## config.mk

```make
export PLATFORM = sky130hd
export DESIGN_NAME = linear_scan_priority_queue
export DESIGN_NICKNAME = d
export VERILOG_FILES = /design/src/design/lsq_pkg.sv /design/src/design/lsq_mem.sv /design/src/design/lsq_best.sv /design/src/design/linear_scan_priority_queue.sv
export SDC_FILE = /design/constraint.sdc
export NUM_CORES = 1
export LEC_CHECK = 0
export BUFFER_PORTS_ARGS = -buffer_cell sky130_fd_sc_hd__buf_2
export CAP_MARGIN = 20
export CELL_PAD_IN_SITES_DETAIL_PLACEMENT = 0
export CELL_PAD_IN_SITES_GLOBAL_PLACEMENT = 2
export CORE_ASPECT_RATIO = 0.75
export CORE_MARGIN = 2
export CORE_UTILIZATION = 53
export DETAILED_ROUTE_END_ITERATION = 8
export PLACE_DENSITY_LB_ADDON = 0.25
export SETUP_SLACK_MARGIN = 0.2
export SKIP_LAST_GASP = 1
export SYNTH_ARGS = -nofsm -noshare
export SYNTH_HDL_FRONTEND = slang
export SYNTH_HIERARCHICAL = 1
export SYNTH_SLANG_ARGS = --single-unit
```

## constraint.sdc

```tcl
create_clock -name clock -period 10 [get_ports clock]
set_input_delay 1.5 -clock clock [delete_from_list [all_inputs] [get_ports clock]]
set_output_delay 1.5 -clock clock [all_outputs]
set_load 0.05 [all_outputs]
```

## src/design/lsq_pkg.sv

```systemverilog
`default_nettype none
// ----------------------------------------------------------------------------
// lsq_pkg
// Shared opcodes and sequencer state codes of the linear-scan priority queue.
// ----------------------------------------------------------------------------
package lsq_pkg;

   localparam logic [1:0] OP_ADD    = 2'd0;
   localparam logic [1:0] OP_REMOVE = 2'd1;
   localparam logic [1:0] OP_PEEK   = 2'd2;

   localparam int PRIO_W  = 32;
   localparam int TAG_W   = 16;
   localparam int COUNT_W = 5;

   typedef enum logic [4:0] {
      ST_IDLE  = 5'b00001,
      ST_ADD   = 5'b00010,
      ST_SCAN  = 5'b00100,
      ST_DRAIN = 5'b01000,
      ST_RESP  = 5'b10000
   } state_type;

endpackage
`default_nettype wire

```

## src/design/lsq_mem.sv

```systemverilog
`default_nettype none
// ----------------------------------------------------------------------------
// lsq_mem
// Slot storage for priority and tag: one write port, one registered read port.
// ----------------------------------------------------------------------------
module lsq_mem #(
   parameter int DEPTH = 16,
   parameter int IW    = 4
) (
   input  wire logic                              clock,
   input  wire logic                              wr_en,
   input  wire logic [IW-1:0]                     wr_addr,
   input  wire logic signed [lsq_pkg::PRIO_W-1:0] wr_prio,
   input  wire logic [lsq_pkg::TAG_W-1:0]         wr_tag,
   input  wire logic                              rd_en,
   input  wire logic [IW-1:0]                     rd_addr,
   output logic signed [lsq_pkg::PRIO_W-1:0]      rd_prio,
   output logic [lsq_pkg::TAG_W-1:0]              rd_tag
);

   logic [lsq_pkg::PRIO_W+lsq_pkg::TAG_W-1:0] mem_array [DEPTH];
   logic [lsq_pkg::PRIO_W+lsq_pkg::TAG_W-1:0] rd_data_ff;

   always_ff @(posedge clock) begin
      if (wr_en) begin
         mem_array[wr_addr] <= {wr_prio, wr_tag};
      end
      if (rd_en) begin
         rd_data_ff <= mem_array[rd_addr];
      end
   end

   assign rd_prio = $signed(rd_data_ff[lsq_pkg::PRIO_W+lsq_pkg::TAG_W-1:lsq_pkg::TAG_W]);
   assign rd_tag  = rd_data_ff[lsq_pkg::TAG_W-1:0];

endmodule
`default_nettype wire

```

## src/design/lsq_best.sv

```systemverilog
`default_nettype none
// ----------------------------------------------------------------------------
// lsq_best
// Shared compare unit: keeps the best candidate seen during a slot scan.
// ----------------------------------------------------------------------------
module lsq_best #(
   parameter int IW = 4
) (
   input  wire logic                              clock,
   input  wire logic                              reset,
   input  wire logic                              start,
   input  wire logic                              cand_en,
   input  wire logic signed [lsq_pkg::PRIO_W-1:0] cand_prio,
   input  wire logic [lsq_pkg::TAG_W-1:0]         cand_tag,
   input  wire logic [IW-1:0]                     cand_idx,
   output logic                                   found,
   output logic [lsq_pkg::TAG_W-1:0]              best_tag,
   output logic [IW-1:0]                          best_idx
);

   logic                              found_ff, found_in;
   logic signed [lsq_pkg::PRIO_W-1:0] prio_ff, prio_in;
   logic [lsq_pkg::TAG_W-1:0]         tag_ff, tag_in;
   logic [IW-1:0]                     idx_ff, idx_in;

   always_comb begin
      found_in = found_ff;
      prio_in  = prio_ff;
      tag_in   = tag_ff;
      idx_in   = idx_ff;
      if (start) begin
         found_in = 1'b0;
      end else if (cand_en && (!found_ff || (cand_prio > prio_ff))) begin
         // strict compare: on a tie the earlier (lower) slot stays
         found_in = 1'b1;
         prio_in  = cand_prio;
         tag_in   = cand_tag;
         idx_in   = cand_idx;
      end
   end

   always_ff @(posedge clock) begin
      if (reset) begin
         found_ff <= 1'b0;
      end else begin
         found_ff <= found_in;
      end
      prio_ff <= prio_in;
      tag_ff  <= tag_in;
      idx_ff  <= idx_in;
   end

   assign found    = found_ff;
   assign best_tag = tag_ff;
   assign best_idx = idx_ff;

endmodule
`default_nettype wire

```

## src/design/linear_scan_priority_queue.sv

```systemverilog
`default_nettype none
// ----------------------------------------------------------------------------
// linear_scan_priority_queue
// Fixed-capacity max-priority queue with add, remove-highest and peek-highest.
// ----------------------------------------------------------------------------
// One request is taken at a time and answers with one result beat. Add walks
// the valid bits one slot per cycle to the lowest free slot, or skips to the
// result when the queue is full. Remove and peek read every slot through the
// single read port of the slot memory and feed one shared comparator, or skip
// to the result when the queue is empty. The highest signed priority wins, the
// lowest slot on a tie. The result waits in an output register, so the next
// request is taken once that register has been loaded.
module linear_scan_priority_queue #(
   parameter int DEPTH = 16
) (
   input  wire logic                              clock,
   input  wire logic                              reset,
   input  wire logic                              req_valid,
   output logic                                   req_stall,
   input  wire logic [1:0]                        req_opcode,
   input  wire logic signed [lsq_pkg::PRIO_W-1:0] req_prio,
   input  wire logic [lsq_pkg::TAG_W-1:0]         req_tag_in,
   output logic                                   rsp_valid,
   input  wire logic                              rsp_stall,
   output logic                                   rsp_ok,
   output logic [lsq_pkg::TAG_W-1:0]              rsp_tag_out,
   output logic [lsq_pkg::COUNT_W-1:0]            rsp_count,
   output logic                                   rsp_empty_res
);

   localparam int IW = (DEPTH > 1) ? $clog2(DEPTH) : 1;
   localparam int CW = $clog2(DEPTH + 1);

   lsq_pkg::state_type state_ff, state_in;

   logic [IW-1:0]                     ptr_ff, ptr_in;
   logic [1:0]                        op_ff;
   logic signed [lsq_pkg::PRIO_W-1:0] prio_ff;
   logic [lsq_pkg::TAG_W-1:0]         tag_ff;
   logic [DEPTH-1:0]                  valid_ff, valid_in;
   logic [CW-1:0]                     count_ff, count_in;
   logic                              add_ok_ff, add_ok_in;
   logic                              cand_on_ff, cand_on_in;
   logic                              cand_vld_ff, cand_vld_in;
   logic [IW-1:0]                     cand_idx_ff, cand_idx_in;

   logic                              rsp_valid_ff, rsp_valid_in;
   logic                              rsp_ok_ff, rsp_ok_in;
   logic [lsq_pkg::TAG_W-1:0]         rsp_tag_ff, rsp_tag_in;
   logic [lsq_pkg::COUNT_W-1:0]       rsp_count_ff, rsp_count_in;
   logic                              rsp_empty_ff, rsp_empty_in;

   logic                              accept;
   logic                              out_free;
   logic                              mem_wr;
   logic                              mem_rd;
   logic                              best_start;

   logic signed [lsq_pkg::PRIO_W-1:0] rd_prio;
   logic [lsq_pkg::TAG_W-1:0]         rd_tag;
   logic                              best_found;
   logic [lsq_pkg::TAG_W-1:0]         best_tag;
   logic [IW-1:0]                     best_idx;

   lsq_mem #(
      .DEPTH (DEPTH),
      .IW    (IW)
   ) u_mem (
      .clock   (clock),
      .wr_en   (mem_wr),
      .wr_addr (ptr_ff),
      .wr_prio (prio_ff),
      .wr_tag  (tag_ff),
      .rd_en   (mem_rd),
      .rd_addr (ptr_ff),
      .rd_prio (rd_prio),
      .rd_tag  (rd_tag)
   );

   lsq_best #(
      .IW (IW)
   ) u_best (
      .clock     (clock),
      .reset     (reset),
      .start     (best_start),
      .cand_en   (cand_on_ff && cand_vld_ff),
      .cand_prio (rd_prio),
      .cand_tag  (rd_tag),
      .cand_idx  (cand_idx_ff),
      .found     (best_found),
      .best_tag  (best_tag),
      .best_idx  (best_idx)
   );

   assign req_stall = (state_ff != lsq_pkg::ST_IDLE);
   assign accept    = req_valid && !req_stall;
   assign out_free  = !rsp_valid_ff || !rsp_stall;

   always_comb begin
      state_in     = state_ff;
      ptr_in       = ptr_ff;
      valid_in     = valid_ff;
      count_in     = count_ff;
      add_ok_in    = add_ok_ff;
      cand_on_in   = 1'b0;
      cand_vld_in  = cand_vld_ff;
      cand_idx_in  = cand_idx_ff;
      mem_wr       = 1'b0;
      mem_rd       = 1'b0;
      best_start   = 1'b0;
      rsp_valid_in = rsp_valid_ff && rsp_stall;
      rsp_ok_in    = rsp_ok_ff;
      rsp_tag_in   = rsp_tag_ff;
      rsp_empty_in = rsp_empty_ff;
      rsp_count_in = rsp_count_ff;
      case (state_ff)
         lsq_pkg::ST_IDLE: begin
            if (accept) begin
               ptr_in     = '0;
               add_ok_in  = 1'b0;
               best_start = 1'b1;
               if (req_opcode == lsq_pkg::OP_ADD) begin
                  state_in = (count_ff == CW'(DEPTH)) ? lsq_pkg::ST_RESP : lsq_pkg::ST_ADD;
               end else if (req_opcode inside {lsq_pkg::OP_REMOVE, lsq_pkg::OP_PEEK}) begin
                  state_in = (count_ff == '0) ? lsq_pkg::ST_RESP : lsq_pkg::ST_SCAN;
               end else begin
                  state_in = lsq_pkg::ST_RESP;
               end
            end
         end
         lsq_pkg::ST_ADD: begin
            // not full, so a free slot turns up before the end
            if (!valid_ff[ptr_ff]) begin
               mem_wr           = 1'b1;
               valid_in[ptr_ff] = 1'b1;
               count_in         = count_ff + 1'b1;
               add_ok_in        = 1'b1;
               state_in         = lsq_pkg::ST_RESP;
            end else begin
               ptr_in = ptr_ff + 1'b1;
            end
         end
         lsq_pkg::ST_SCAN: begin
            // issue one slot read; its valid bit rides along to meet the data
            mem_rd      = 1'b1;
            cand_on_in  = 1'b1;
            cand_vld_in = valid_ff[ptr_ff];
            cand_idx_in = ptr_ff;
            if (ptr_ff == IW'(DEPTH - 1)) begin
               state_in = lsq_pkg::ST_DRAIN;
            end else begin
               ptr_in = ptr_ff + 1'b1;
            end
         end
         lsq_pkg::ST_DRAIN: begin
            state_in = lsq_pkg::ST_RESP;
         end
         lsq_pkg::ST_RESP: begin
            if (out_free) begin
               rsp_valid_in = 1'b1;
               rsp_ok_in    = 1'b0;
               rsp_tag_in   = '0;
               if (op_ff == lsq_pkg::OP_ADD) begin
                  rsp_ok_in = add_ok_ff;
               end else if (op_ff inside {lsq_pkg::OP_REMOVE, lsq_pkg::OP_PEEK}) begin
                  rsp_ok_in = best_found;
                  if (best_found) begin
                     rsp_tag_in = best_tag;
                  end
                  if (best_found && (op_ff == lsq_pkg::OP_REMOVE)) begin
                     valid_in[best_idx] = 1'b0;
                     count_in           = count_ff - 1'b1;
                  end
               end
               rsp_empty_in = (count_in == '0);
               // count wraps to the result field width
               rsp_count_in = lsq_pkg::COUNT_W'(count_in);
               state_in     = lsq_pkg::ST_IDLE;
            end
         end
         default: begin
            state_in = lsq_pkg::ST_IDLE;
         end
      endcase
   end

   always_ff @(posedge clock) begin
      if (reset) begin
         state_ff     <= lsq_pkg::ST_IDLE;
         ptr_ff       <= '0;
         valid_ff     <= '0;
         count_ff     <= '0;
         add_ok_ff    <= 1'b0;
         cand_on_ff   <= 1'b0;
         cand_vld_ff  <= 1'b0;
         rsp_valid_ff <= 1'b0;
      end else begin
         state_ff     <= state_in;
         ptr_ff       <= ptr_in;
         valid_ff     <= valid_in;
         count_ff     <= count_in;
         add_ok_ff    <= add_ok_in;
         cand_on_ff   <= cand_on_in;
         cand_vld_ff  <= cand_vld_in;
         rsp_valid_ff <= rsp_valid_in;
      end
      if (accept) begin
         op_ff   <= req_opcode;
         prio_ff <= req_prio;
         tag_ff  <= req_tag_in;
      end
      cand_idx_ff  <= cand_idx_in;
      rsp_ok_ff    <= rsp_ok_in;
      rsp_tag_ff   <= rsp_tag_in;
      rsp_count_ff <= rsp_count_in;
      rsp_empty_ff <= rsp_empty_in;
   end

   assign rsp_valid     = rsp_valid_ff;
   assign rsp_ok        = rsp_ok_ff;
   assign rsp_tag_out   = rsp_tag_ff;
   assign rsp_count     = rsp_count_ff;
   assign rsp_empty_res = rsp_empty_ff;

endmodule
`default_nettype wire
```

[Yosys cells after proc, flatten, opt, wreduce, memory -nomap -nowiden]
Memory sizes are Yosys's and may differ from the RTL's. A register that Yosys moved wholly into a read port is not among the register bits.
Cells that the tools add are included.
Word-level totals
  input bits: 54
  flip-flop bits (word level): 164
  output and inout port bits: 25
  memory bits (writable): 768
  memories kept: 1
  word-level logic and storage cells: 134
  latch bits: 0
  bits in read-only memories: 0
Cells by class
  add/sub/neg operators: 3
  equal/unequal tests: 21
  div/mod/pow operators: 0
  magnitude comparators: 5
  multiplexer cells: 47
  multiply operators: 0
  bitwise gates (word level): 6
  shifts and indexed selects: 0
  reductions and logical operators: 31
Memories
  u_mem.mem_array: depth 16, width 48, read ports 1, clocked after Yosys merged registers in 1, write ports 1, RTL line lsq_mem.sv:21  | logic [lsq_pkg::PRIO_W+lsq_pkg::TAG_W-1:0] mem_array [DEPTH];
Operators by type and width (number)
  two-way mux 16 bit: 5
  two-way mux 5 bit: 15
  greater-than comparator 32 bit: 1
  one-hot mux 16 bit (2 select lines): 1
  one-hot mux 5 bit (5 select lines): 1
  inequality test 2 bit (second input constant): 9
  bitwise AND 16 bit: 1
  two-way mux 1 bit: 16
  inverter 16 bit: 1
  OR 16 bit: 1
  two-way mux 4 bit: 3
  one-hot mux 4 bit (3 select lines): 1
  == test 5 bit (second input constant): 2
  logical NOT 5 bit: 2
  < comparator 4 x 5 -> 1 bit (second input constant): 2
  one-hot mux 5 bit (2 select lines): 1
  demux 1 bit (select 4 bit): 2
  greater-or-equal comparator 4 x 1 -> 1 bit (second input constant): 2
  AND reduction 4 bit: 2
  nonzero test 2 bit: 4
  logical AND 1 bit: 7
  AND reduction 3 bit: 2
  AND reduction 6 bit: 1
  adder 5 x 1 -> 5 bit (second input constant): 1
  20 further kinds: 30

[Depth between registers and ports, before layout]
Gate-level depths: netlist (run 1).
  depth in word-level cells: 11
  gate-level depth with buffers: 8
  depth with buffers taken out: 7

[Cells and area by module]
Netlist (run 1), hierarchy kept.
Modules (own cells, without submodules)
  lsq_mem: area an instance 30171.4 µm², seq. area each 24503.5 µm², times used 1, cells each 1242
  linear_scan_priority_queue: area an instance 4672.0 µm², seq. area each 2992.9 µm², times used 1, cells each 370
  lsq_best: area an instance 2454.9 µm², seq. area each 1581.5 µm², times used 1, cells each 171

[Least setup slack after synthesis (run 1)]
Ideal clock, no wire load.
  path kind: input -> register
  from: input req_valid
  to: register u_best.idx_ff[0] (netlist: u_best/best_idx[0]), enable pin
  library setup time: 0.540 ns
  arrival: 6.650 ns
  data required time: 9.460 ns
  setup slack: 2.810 ns
  path buffers: 0
  stages on the path: 4
  cell sequence: nand3_1 > inv_1 > or3b_1 > a211oi_1
On the way
  cells in the longest elaborated chain, start to end: 5
Ends and longest elaborated chain
  start, declared: RTL line linear_scan_priority_queue.sv:18  | input wire logic req_valid,
  logical AND 1 bit: RTL line linear_scan_priority_queue.sv:96  | assign accept = req_valid && !req_stall;
  named net accept: RTL line linear_scan_priority_queue.sv:53  | logic accept;
  two-way mux 1 bit: RTL line linear_scan_priority_queue.sv:118  | if (accept) begin
  two-way mux 1 bit: RTL line linear_scan_priority_queue.sv:116  | case (state_ff)
  inverter 1 bit (no source line)
  AND reduction 2 bit (no source line)
  end signal, assigned: RTL line lsq_best.sv:50  | idx_ff <= idx_in;
  end, declared: RTL line lsq_best.sv:24  | logic [IW-1:0] idx_ff, idx_in;
The timed path passes the listed nets, and every way through them passes these cells.
A chain may end at the register's enable or synchronous reset.

[Worst setup path in the final report (run 1)]
  from: register ptr_ff[1]
  to: memory u_mem/mem_array[13][9] in the netlist's numbering, enable pin
On the way
  cells in the longest elaborated chain, start to end: 6
Ends and longest elaborated chain
  start, declared: RTL line linear_scan_priority_queue.sv:36  | logic [IW-1:0] ptr_ff, ptr_in;
  start signal, assigned: RTL line linear_scan_priority_queue.sv:199  | ptr_ff <= ptr_in;
  binary-select mux 1 bit (select 4 bit): RTL line linear_scan_priority_queue.sv:133  | if (!valid_ff[ptr_ff]) begin
  two-way mux 1 bit (not written as such): RTL line linear_scan_priority_queue.sv:133
  two-way mux 1 bit: RTL line linear_scan_priority_queue.sv:133
  two-way mux 1 bit: RTL line linear_scan_priority_queue.sv:116
  named net mem_wr: RTL line linear_scan_priority_queue.sv:55  | logic mem_wr;
  two-way mux 1 bit: RTL line lsq_mem.sv:25  | if (wr_en) begin
  two-way mux 1 bit (not written as such): RTL line lsq_mem.sv:26  | mem_array[wr_addr] <= {wr_prio, wr_tag};
  end, declared: RTL line lsq_mem.sv:21
The timed path passes the listed nets, and every way through them passes these cells. The select of a mux whose other input is x is not followed.

==> key figures, run 1 <==
Routing
  – Drt first pass iters: 6
  – Via density: 6.06
  – Highest routed layer: met4
  – WL final: 79500 µm
  – Final ANT Viol Nets: 0
  – Vias: 17.7k
  – DR WL/cell: 27.1 µm
  – Wl on met1: 35600 µm
  – DRC viols: 0
  – Met2 wire length: 37200 µm
  – First DRT Iteration DRCs: 2028
  – Routed length on met3: 5070 µm

Finish
  – Design area: 41900 µm²
  – Post-Layout Cell Count: 2928
  – Area Growth Syn to Fin: 12.3%
  – Layout net count: 2003
  – Sequential cell area: 29100 µm²
  – Diode count: 0
  – # fillers: 4996
  – Share of cells above drive strength 1: 23.9%
  – Multi-input gate area: 7740 µm²

Floorplanning
  – Die Height: 234 µm
  – Top Ports: 79
  – Row cnt: 84
  – Core area: 69900 µm²
  – Starting Density: 53.4%
  – Die width: 310 µm
  – Total die area: 72500 µm²

Setup path
  – CP Max Fanout: 52
  – CP Capture Type: flip-flop
  – Kind of critical path: reg2reg
  – CP max stage cell: dfxtp_4
  – Cell family with most CP delay: simple AND/OR/NAND/NOR gates
  – Crit start category: flip-flop
  – Crit path buf inv count: 2
  – Worst path required time: 10.27 ns
  – RR Startpoint: ptr_ff[1]
  – CP Cell Sequence: mux2i_1 -> mux4_2 -> a22oi_4 -> inv_2 -> nand3_1 -> nor2_4 -> buf_4
  – Crit path DAT: 4.69 ns
  – Critical path origin: ptr_ff[1]
  – Crit path largest cell delay: 0.95 ns

Place
  – Input/output buffers: 78
  – Placed Area: 38900 µm²
  – Placer congestion estimate: 0.794
  – HPWL reported at the end of detailed placement: 40400 µm
  – Placed instance count: 2759

Logic synthesis
  – Post-synth top area share: 76.1%
  – Cell with the most instances after synthesis: edfxtp_1
  – Yosys reg bits: 980
  – Dominant cells by area after synthesis: edfxtp_1, mux4_2, a22oi_1, dfxtp_1, ha_1
  – Cell count after synthesis: 1783
  – Sequential fraction of the synthesis area: 78.0%
  – Cell area after synthesis: 37300 µm²
  – Asr flop ratio synth: 0%
  – Post-synth EDFFs: 945
  – Leading area contributor after synthesis: edfxtp_1
  – Syn_area_per_cell: 20.9 µm²
  – Syn. warnings: 6
  – Mapped Nets: 1878
  – Top FF cell, synth: edfxtp_1
  – Commonest cells post-synth: edfxtp_1, mux4_2, a22oi_1, nand2_1, inv_1
  – Distinct cells, synth: 66

Power
  – Gate power share: 6.7%
  – Sw power: 0.00184 W
  – Total Power: 0.00871 W
  – Peak supply drop: 157 µV
  – Seq pwr share: 54.1%
  – Pwr Density: 208 nW/µm²
  – Clock network power share: 39.2%
  – Cell internal pwr: 0.00687 W
  – Switch share: 21.1%
  – LEAKAGE: 13.3 nW

STA
  – Clk_skew: 0.0209 ns
  – Tcrit/Tclk final: 44.2%
  – RSZ-0062 raised after global routing: false
  – Setup_tns: 0 ns
  – Final setup violation count: 0
  – Worst-margin pin slew: 1.08 ns
  – Slew margin rel.: 28.1%
  – Final slew viol count: 0
  – Max Clk Rate: 0.226 GHz
  – Final min period: 4.42 ns
  – Final Hold Viols: 0

Min path
  – Hold path start: u_mem/rd_data_ff[9]
  – Hold WC Path Type: reg2reg

Global route
  – Largest net degree at the start of global routing: 64
  – Initial antenna violation count: 0
  – Vias in the first global route: 17.8k
  – Total gr overflow: 0
  – First-pass GRT wire length: 117000 µm
  – Tot GR Track Use: 22.6%

Clock network
  – H-tree levels: 3
  – CTS tree: built
  – Clk_lat worst skew: 0.65 ns
  – CTS sink count: 980
  – Number of setup buffers added after CTS: 0
  – CTS Buf Count: 91
  – Clk pin slew, worst setup/hold paths: 0.06 ns
  – Post-CTS resize count: 0
  – Clock Tree Buf Depth: 3
  – CTS root buf: clkbuf_16
  – Hold buffers post-CTS: 0

Run status
  – Outcome: complete, no violations

Run
  – Number of max-cap violations: 0
-- state kept, by name, summed over array words and instances, names as in the netlist, 5 cells and up --
register and flops:
prio_ff 32, state_ff 5, u_best/prio_ff 32, u_best/best_tag 16, rsp_tag_out 16, rsp_count 5, count_ff 5, u_mem/mem_array 768
tag_ff 16, u_mem/rd_data_ff 48, valid_ff 16
-- worst reg2reg max path: stages, from the launching register on --
cell and delay (ns):
dfxtp_4 0.95, mux2i_1 0.29, mux4_2 0.45, a22oi_4 0.19
inv_2 0.20, nand3_1 0.33, nor2_4 0.95, buf_4 0.67
-- cell type report --
cell class	instances	share of cell area (%)
Clock buffer	113	5.89
Clock inverter	54	1.14
Tap cell	946	2.83
Multi-Input combinational cell	662	18.5
Timing Repair Buffer	115	1.68
Inverter	58	0.523
Sequential cell	980	69.4
-- cells by family (layout without fill, tap and decap cells) --
kind of cell | count (synthesis) | count (layout) | share of synthesized area (%)
flops | 980 | 980 | 78.0
xor+xnor | 6 | 6 | 0.141
mux | 208 | 208 | 12.1
simple gates | 219 | 219 | 2.98
buf+inv | 141 | 340 | 1.67
compound gates | 188 | 188 | 3.78
fa+ha+maj | 41 | 41 | 1.38
-- through the flow --
stage                     hold slack [ns]  util, %  setup WS (ns)
after global routing                0.426     59.9           5.35
after detailed placement            0.405     55.6           5.31
after floorplan                     0.400        -           2.81
after CTS                           0.420     59.8           5.51
after global placement              0.401     55.6           5.38
final                               0.418     59.9           5.58
-- placed cells by master, fill, tap and decap left out, types with 4 or more instances in the layout --
cell type / instances
mux2i_1: 14
nor2b_1: 6
nor3_2: 4
bufinv_16: 9
nor3_1: 13
buf_4: 34
nor2_1: 26
nand2b_1: 5
nor2_4: 13
a311oi_1: 4
o21a_1: 5
clkinv_2: 15
a21oi_1: 25
o211ai_1: 4
clkbuf_1: 16
edfxtp_1: 945
and3_1: 20
mux4_2: 194
buf_2: 78
nand3_1: 17
ha_1: 41
o41a_1: 5
inv_1: 55
nand2_1: 77
a22oi_1: 97
clkbuf_16: 95
a41oi_1: 8
clkinv_1: 26
o21ai_0: 9
nand4_1: 5
dfxtp_1: 33
and2_1: 4
-- per-layer routing --
layer,track usage (%),up-vias
met4,5.54,0
li1,-,7650
met2,34.8,597
met5,0,-
met1,33.9,9364
met3,4.28,125
-- power by group through the flow --
stage	Combinational [W]	Clock, W	Sequential, W
final	0.000587	0.00342	0.00471
after detailed placement	0.000596	0	0.00480
after global placement	0.000594	0	0.00479
after CTS	0.000598	0.00349	0.00472
after floorplan	0.000492	0	0.00475
after global routing	0.000637	0.00364	0.00473
-- worst paths after layout --
kind | to | slack, ns | cells after the start
hold reg to reg | u_best/best_tag[9] | 0.42 | 0
setup reg to reg | u_mem/mem_array[13][9] | 5.58 | 7
setup / recovery | u_mem/mem_array[13][9] | 5.58 | 7
hold / removal | u_best/best_tag[9] | 0.42 | 0
(Power assumes the default switching activity.)
==> run 2, diff against run 1 <==
Settings changed: ABC_AREA set to 1, CORE_UTILIZATION 53 to 38.
Clock period 10 ns to 3.8 ns, I/O delays scaled along.
==> run 2 against run 1 <==
Wire length increased by 39%. Combinational power increased to 6.6 times the previous value. First-iteration DRC count decreased by 5.8%. Count of clock-buffer cells in the layout increased by 7. Synthesized cell count increased by 120%. Largest cell class unchanged. Design area increased by 14%. Sequential cell count unchanged. Critical path depth increased by 5. Critical path type unchanged. Worst setup slack got worse by 4.9 ns. Power increased to 3.0 times the previous value. Register-to-register slack got worse by 4.9 ns.
==> key figures, run 2 <==
Run status
  – Outcome: complete, no violations (unchanged)

Floorplanning
  – Top Ports: 79 (unchanged)
  – Die width: 387 µm (was 310 µm)
  – Starting Density: 38.3% (was 53.4%)
  – Total die area: 113000 µm² (was 72500 µm²)
  – Core area: 109000 µm² (was 69900 µm²)
  – Row cnt: 105 (was 84)
  – Die Height: 292 µm (was 234 µm)

Logic synthesis
  – Synth Area in Compound Gates: 1.41% (was 3.78%)
  – Yosys reg bits: 980 (unchanged)
  – Post-synthesis mux area share: 0% (was 12.1%)
  – Dominant cells by area after synthesis: edfxtp_1, nand2_1, nand3_1, inv_1, dfxtp_1 (was edfxtp_1, mux4_2, a22oi_1, dfxtp_1, ha_1)
  – Top FF cell, synth: edfxtp_1 (unchanged)
  – Adder-Cell Fraction of Synth Area: 1.22% (was 1.38%)
  – Asr flop ratio synth: 0% (unchanged)
  – Synth Area in Simple Gates: 18.9% (was 2.98%)
  – Syn_area_per_cell: 10.8 µm² (was 20.9 µm²)
  – Cell area after synthesis: 41900 µm² (was 37300 µm²)
  – Sequential fraction of the synthesis area: 69.4% (was 78.0%)
  – Commonest cells post-synth: nand2_1, edfxtp_1, inv_1, nand3_1, buf_2 (was edfxtp_1, mux4_2, a22oi_1, nand2_1, inv_1)
  – Syn. warnings: 6 (unchanged)
  – Post-synth top area share: 67.7% (was 76.1%)
  – Cell with the most instances after synthesis: nand2_1 (was edfxtp_1)
  – Main combinational cell family by area after synthesis: simple AND/OR/NAND/NOR gates (was multiplexers)
  – Mapped Nets: 3977 (was 1878)
  – Distinct cells, synth: 40 (was 66)
  – Post-synth EDFFs: 945 (unchanged)
  – Leading area contributor after synthesis: edfxtp_1 (unchanged)
  – Cell count after synthesis: 3882 (was 1783)
  – XOR/XNOR share of the synthesized area: 0.146% (was 0.141%)

Setup path
  – CP Cell Sequence: clkinv_1 -> nand2_1 -> nand3_1 -> nand2_1 -> nand2_1 -> nand2_1 -> nor2_1 -> nand2_1 -> inv_1 -> nand3b_1 -> nor2_4 -> buf_12 (was mux2i_1 -> mux4_2 -> a22oi_4 -> inv_2 -> nand3_1 -> nor2_4 -> buf_4)
  – Cell family with most CP delay: simple AND/OR/NAND/NOR gates (unchanged)
  – CP Capture Type: flip-flop (unchanged)
  – Crit path largest cell delay: 0.53 ns (was 0.95 ns)
  – Worst path required time: 4.18 ns (was 10.27 ns)
  – Crit path DAT: 3.47 ns (was 4.69 ns)
  – Crit path buf inv count: 3 (was 2)
  – CP max stage cell: nor2_4 (was dfxtp_4)
  – Most used cell, CP: nand2_1
  – Kind of critical path: reg2reg (unchanged)
  – CP Max Fanout: 18 (was 52)
  – Crit start category: flip-flop (unchanged)

STA
  – Final Hold Viols: 0 (unchanged)
  – Tcrit/Tclk final: 81.3% (was 44.2%)
  – Max Clk Rate: 0.324 GHz (was 0.226 GHz)
  – Final slew viol count: 0 (unchanged)
  – Clk_skew: 0.0236 ns (was 0.0209 ns)
  – Final worst setup slack: 0.709 ns (was 5.58 ns)
  – RSZ-0062 raised after global routing: false (unchanged)
  – Final min period: 3.09 ns (was 4.42 ns)
  – Slew margin rel.: 33.6% (was 28.1%)
  – Worst-margin pin slew: 0.997 ns (was 1.08 ns)
  – Final setup violation count: 0 (unchanged)

Finish
  – Final Util: 43.6% (was 59.9%)
  – Top flop regs: u_mem/mem_array x768, u_mem/rd_data_ff x48 (unchanged)
  – # fillers: 10.4k (was 4996)
  – Area Growth Syn to Fin: 13.7% (was 12.3%)
  – Commonest non-fill, non-tap cells in the layout: nand2_1, edfxtp_1, inv_1 (was edfxtp_1, mux4_2, a22oi_1)
  – Layout net count: 4094 (was 2003)
  – Post-Layout Cell Count: 5524 (was 2928)
  – Commonest non-fill, non-tap cell in the layout: nand2_1 (was edfxtp_1)
  – Reg with most FFs: u_mem/mem_array (unchanged)
  – Diode count: 0 (unchanged)
  – Max reg flops: 768 (unchanged)
  – Share of cells above drive strength 1: 8.38% (was 23.9%)
  – Design area: 47600 µm² (was 41900 µm²)

Routing
  – WL final: 110000 µm (was 79500 µm)
  – Via density: 4.78 (was 6.06)
  – First DRT Iteration DRCs: 1910 (was 2028)
  – Drt first pass iters: 5 (was 6)
  – DRC viols: 0 (unchanged)
  – Final ANT Viol Nets: 0 (unchanged)
  – DR WL/cell: 19.9 µm (was 27.1 µm)
  – Vias: 26.4k (was 17.7k)

Min path
  – Hold WC Path Type: in2reg (was reg2reg)

Global route
  – First-pass GRT wire length: 165000 µm (was 117000 µm)
  – Tot GR Track Use: 19.5% (was 22.6%)
  – Initial antenna violation count: 2 (was 0)
  – Vias in the first global route: 25.3k (was 17.8k)
  – Largest net degree at the start of global routing: 154 (was 64)
  – Total gr overflow: 0 (unchanged)

Clock network
  – CTS root buf: clkbuf_16 (unchanged)
  – H-tree levels: 3 (unchanged)
  – Clk pin slew, worst setup/hold paths: 0.07 ns (was 0.06 ns)
  – Hold buffers post-CTS: 35 (was 0)
  – Post-CTS resize count: 0 (unchanged)
  – CTS tree: built (unchanged)
  – Number of setup buffers added after CTS: 0 (unchanged)
  – Clk_lat worst skew: 0.70 ns (was 0.65 ns)
  – Clock Tree Buf Depth: 3 (unchanged)
  – CTS sink count: 980 (unchanged)
  – CTS Buf Count: 103 (was 91)

Place
  – Pre-CTS setup slack: 0.696 ns (was 5.31 ns)
  – Input/output buffers: 78 (unchanged)
  – Placer congestion estimate: 0.786 (was 0.794)
  – HPWL reported at the end of detailed placement: 61100 µm (was 40400 µm)
  – Placed instance count: 5303 (was 2759)
  – Placed Area: 44000 µm² (was 38900 µm²)

Power
  – Peak supply drop: 326 µV (was 157 µV)
  – LEAKAGE: 19.5 nW (was 13.3 nW)
  – Pwr Density: 556 nW/µm² (was 208 nW/µm²)

Run
  – Number of max-cap violations: 0 (unchanged)
run 2: layer usage:
layer  wire length, µm  global-route usage, %  vias to the layer above
met5                21                      0                        -
met1             55900                   30.1                    12800
met4              2100                   4.60                        4
met3              5100                   2.97                      133
li1                  -                      -                    12900
met2             47000                   28.8                      550
run 2: cells by family after synthesis:
family / count (synthesis)
fa+ha+maj: 41
xor+xnor: 7
compound gates: 109
buf+inv: 876
simple gates: 1869
flops: 980
run 2: path summary, 6_finish.rpt:
path | end | from | cells past startpoint | slack [ns]
worst max register to register | u_mem/mem_array[11][30] | ptr_ff[0] | 12 | 0.71
worst min register to register | u_best/best_tag[2] | u_mem/rd_data_ff[2] | 0 | 0.42
worst max-delay path | u_mem/mem_array[11][30] | ptr_ff[0] | 12 | 0.71
worst min-delay path | prio_ff[22] | req_prio[22] | 1 | 0.06
run 2: area by class of cell:
cell class	count	area [µm²]	area share (%)
multi-input combinational	2026	9220	19.3
tap	1444	1810	3.79
sequential	980	29100	61.1
clock buffer	120	2680	5.63
timing repair buffer	186	1580	3.31
clock inverter	66	598	1.26
inverter	702	2660	5.59
run 2: report_power, final:
part / internal, W / switching [W] / total [W]
Combinational: 0.00108 / 0.00279 / 0.00387
Clock: 0.00572 / 0.00425 / 0.00997
Sequential: 0.0123 / 0.000385 / 0.0127
Total: 0.0191 / 0.00742 / 0.0265
run 2: stage by stage:
stage,power [W],setup TNS (ns),hold WS (ns)
after floorplan,0.0155,-98.40,0.400
after global placement,0.0168,0,0.402
after detailed placement,0.0168,0,0.405
after CTS,0.0268,0,0.00168
after global routing,0.0277,0,0.0177
final,0.0265,0,0.0581
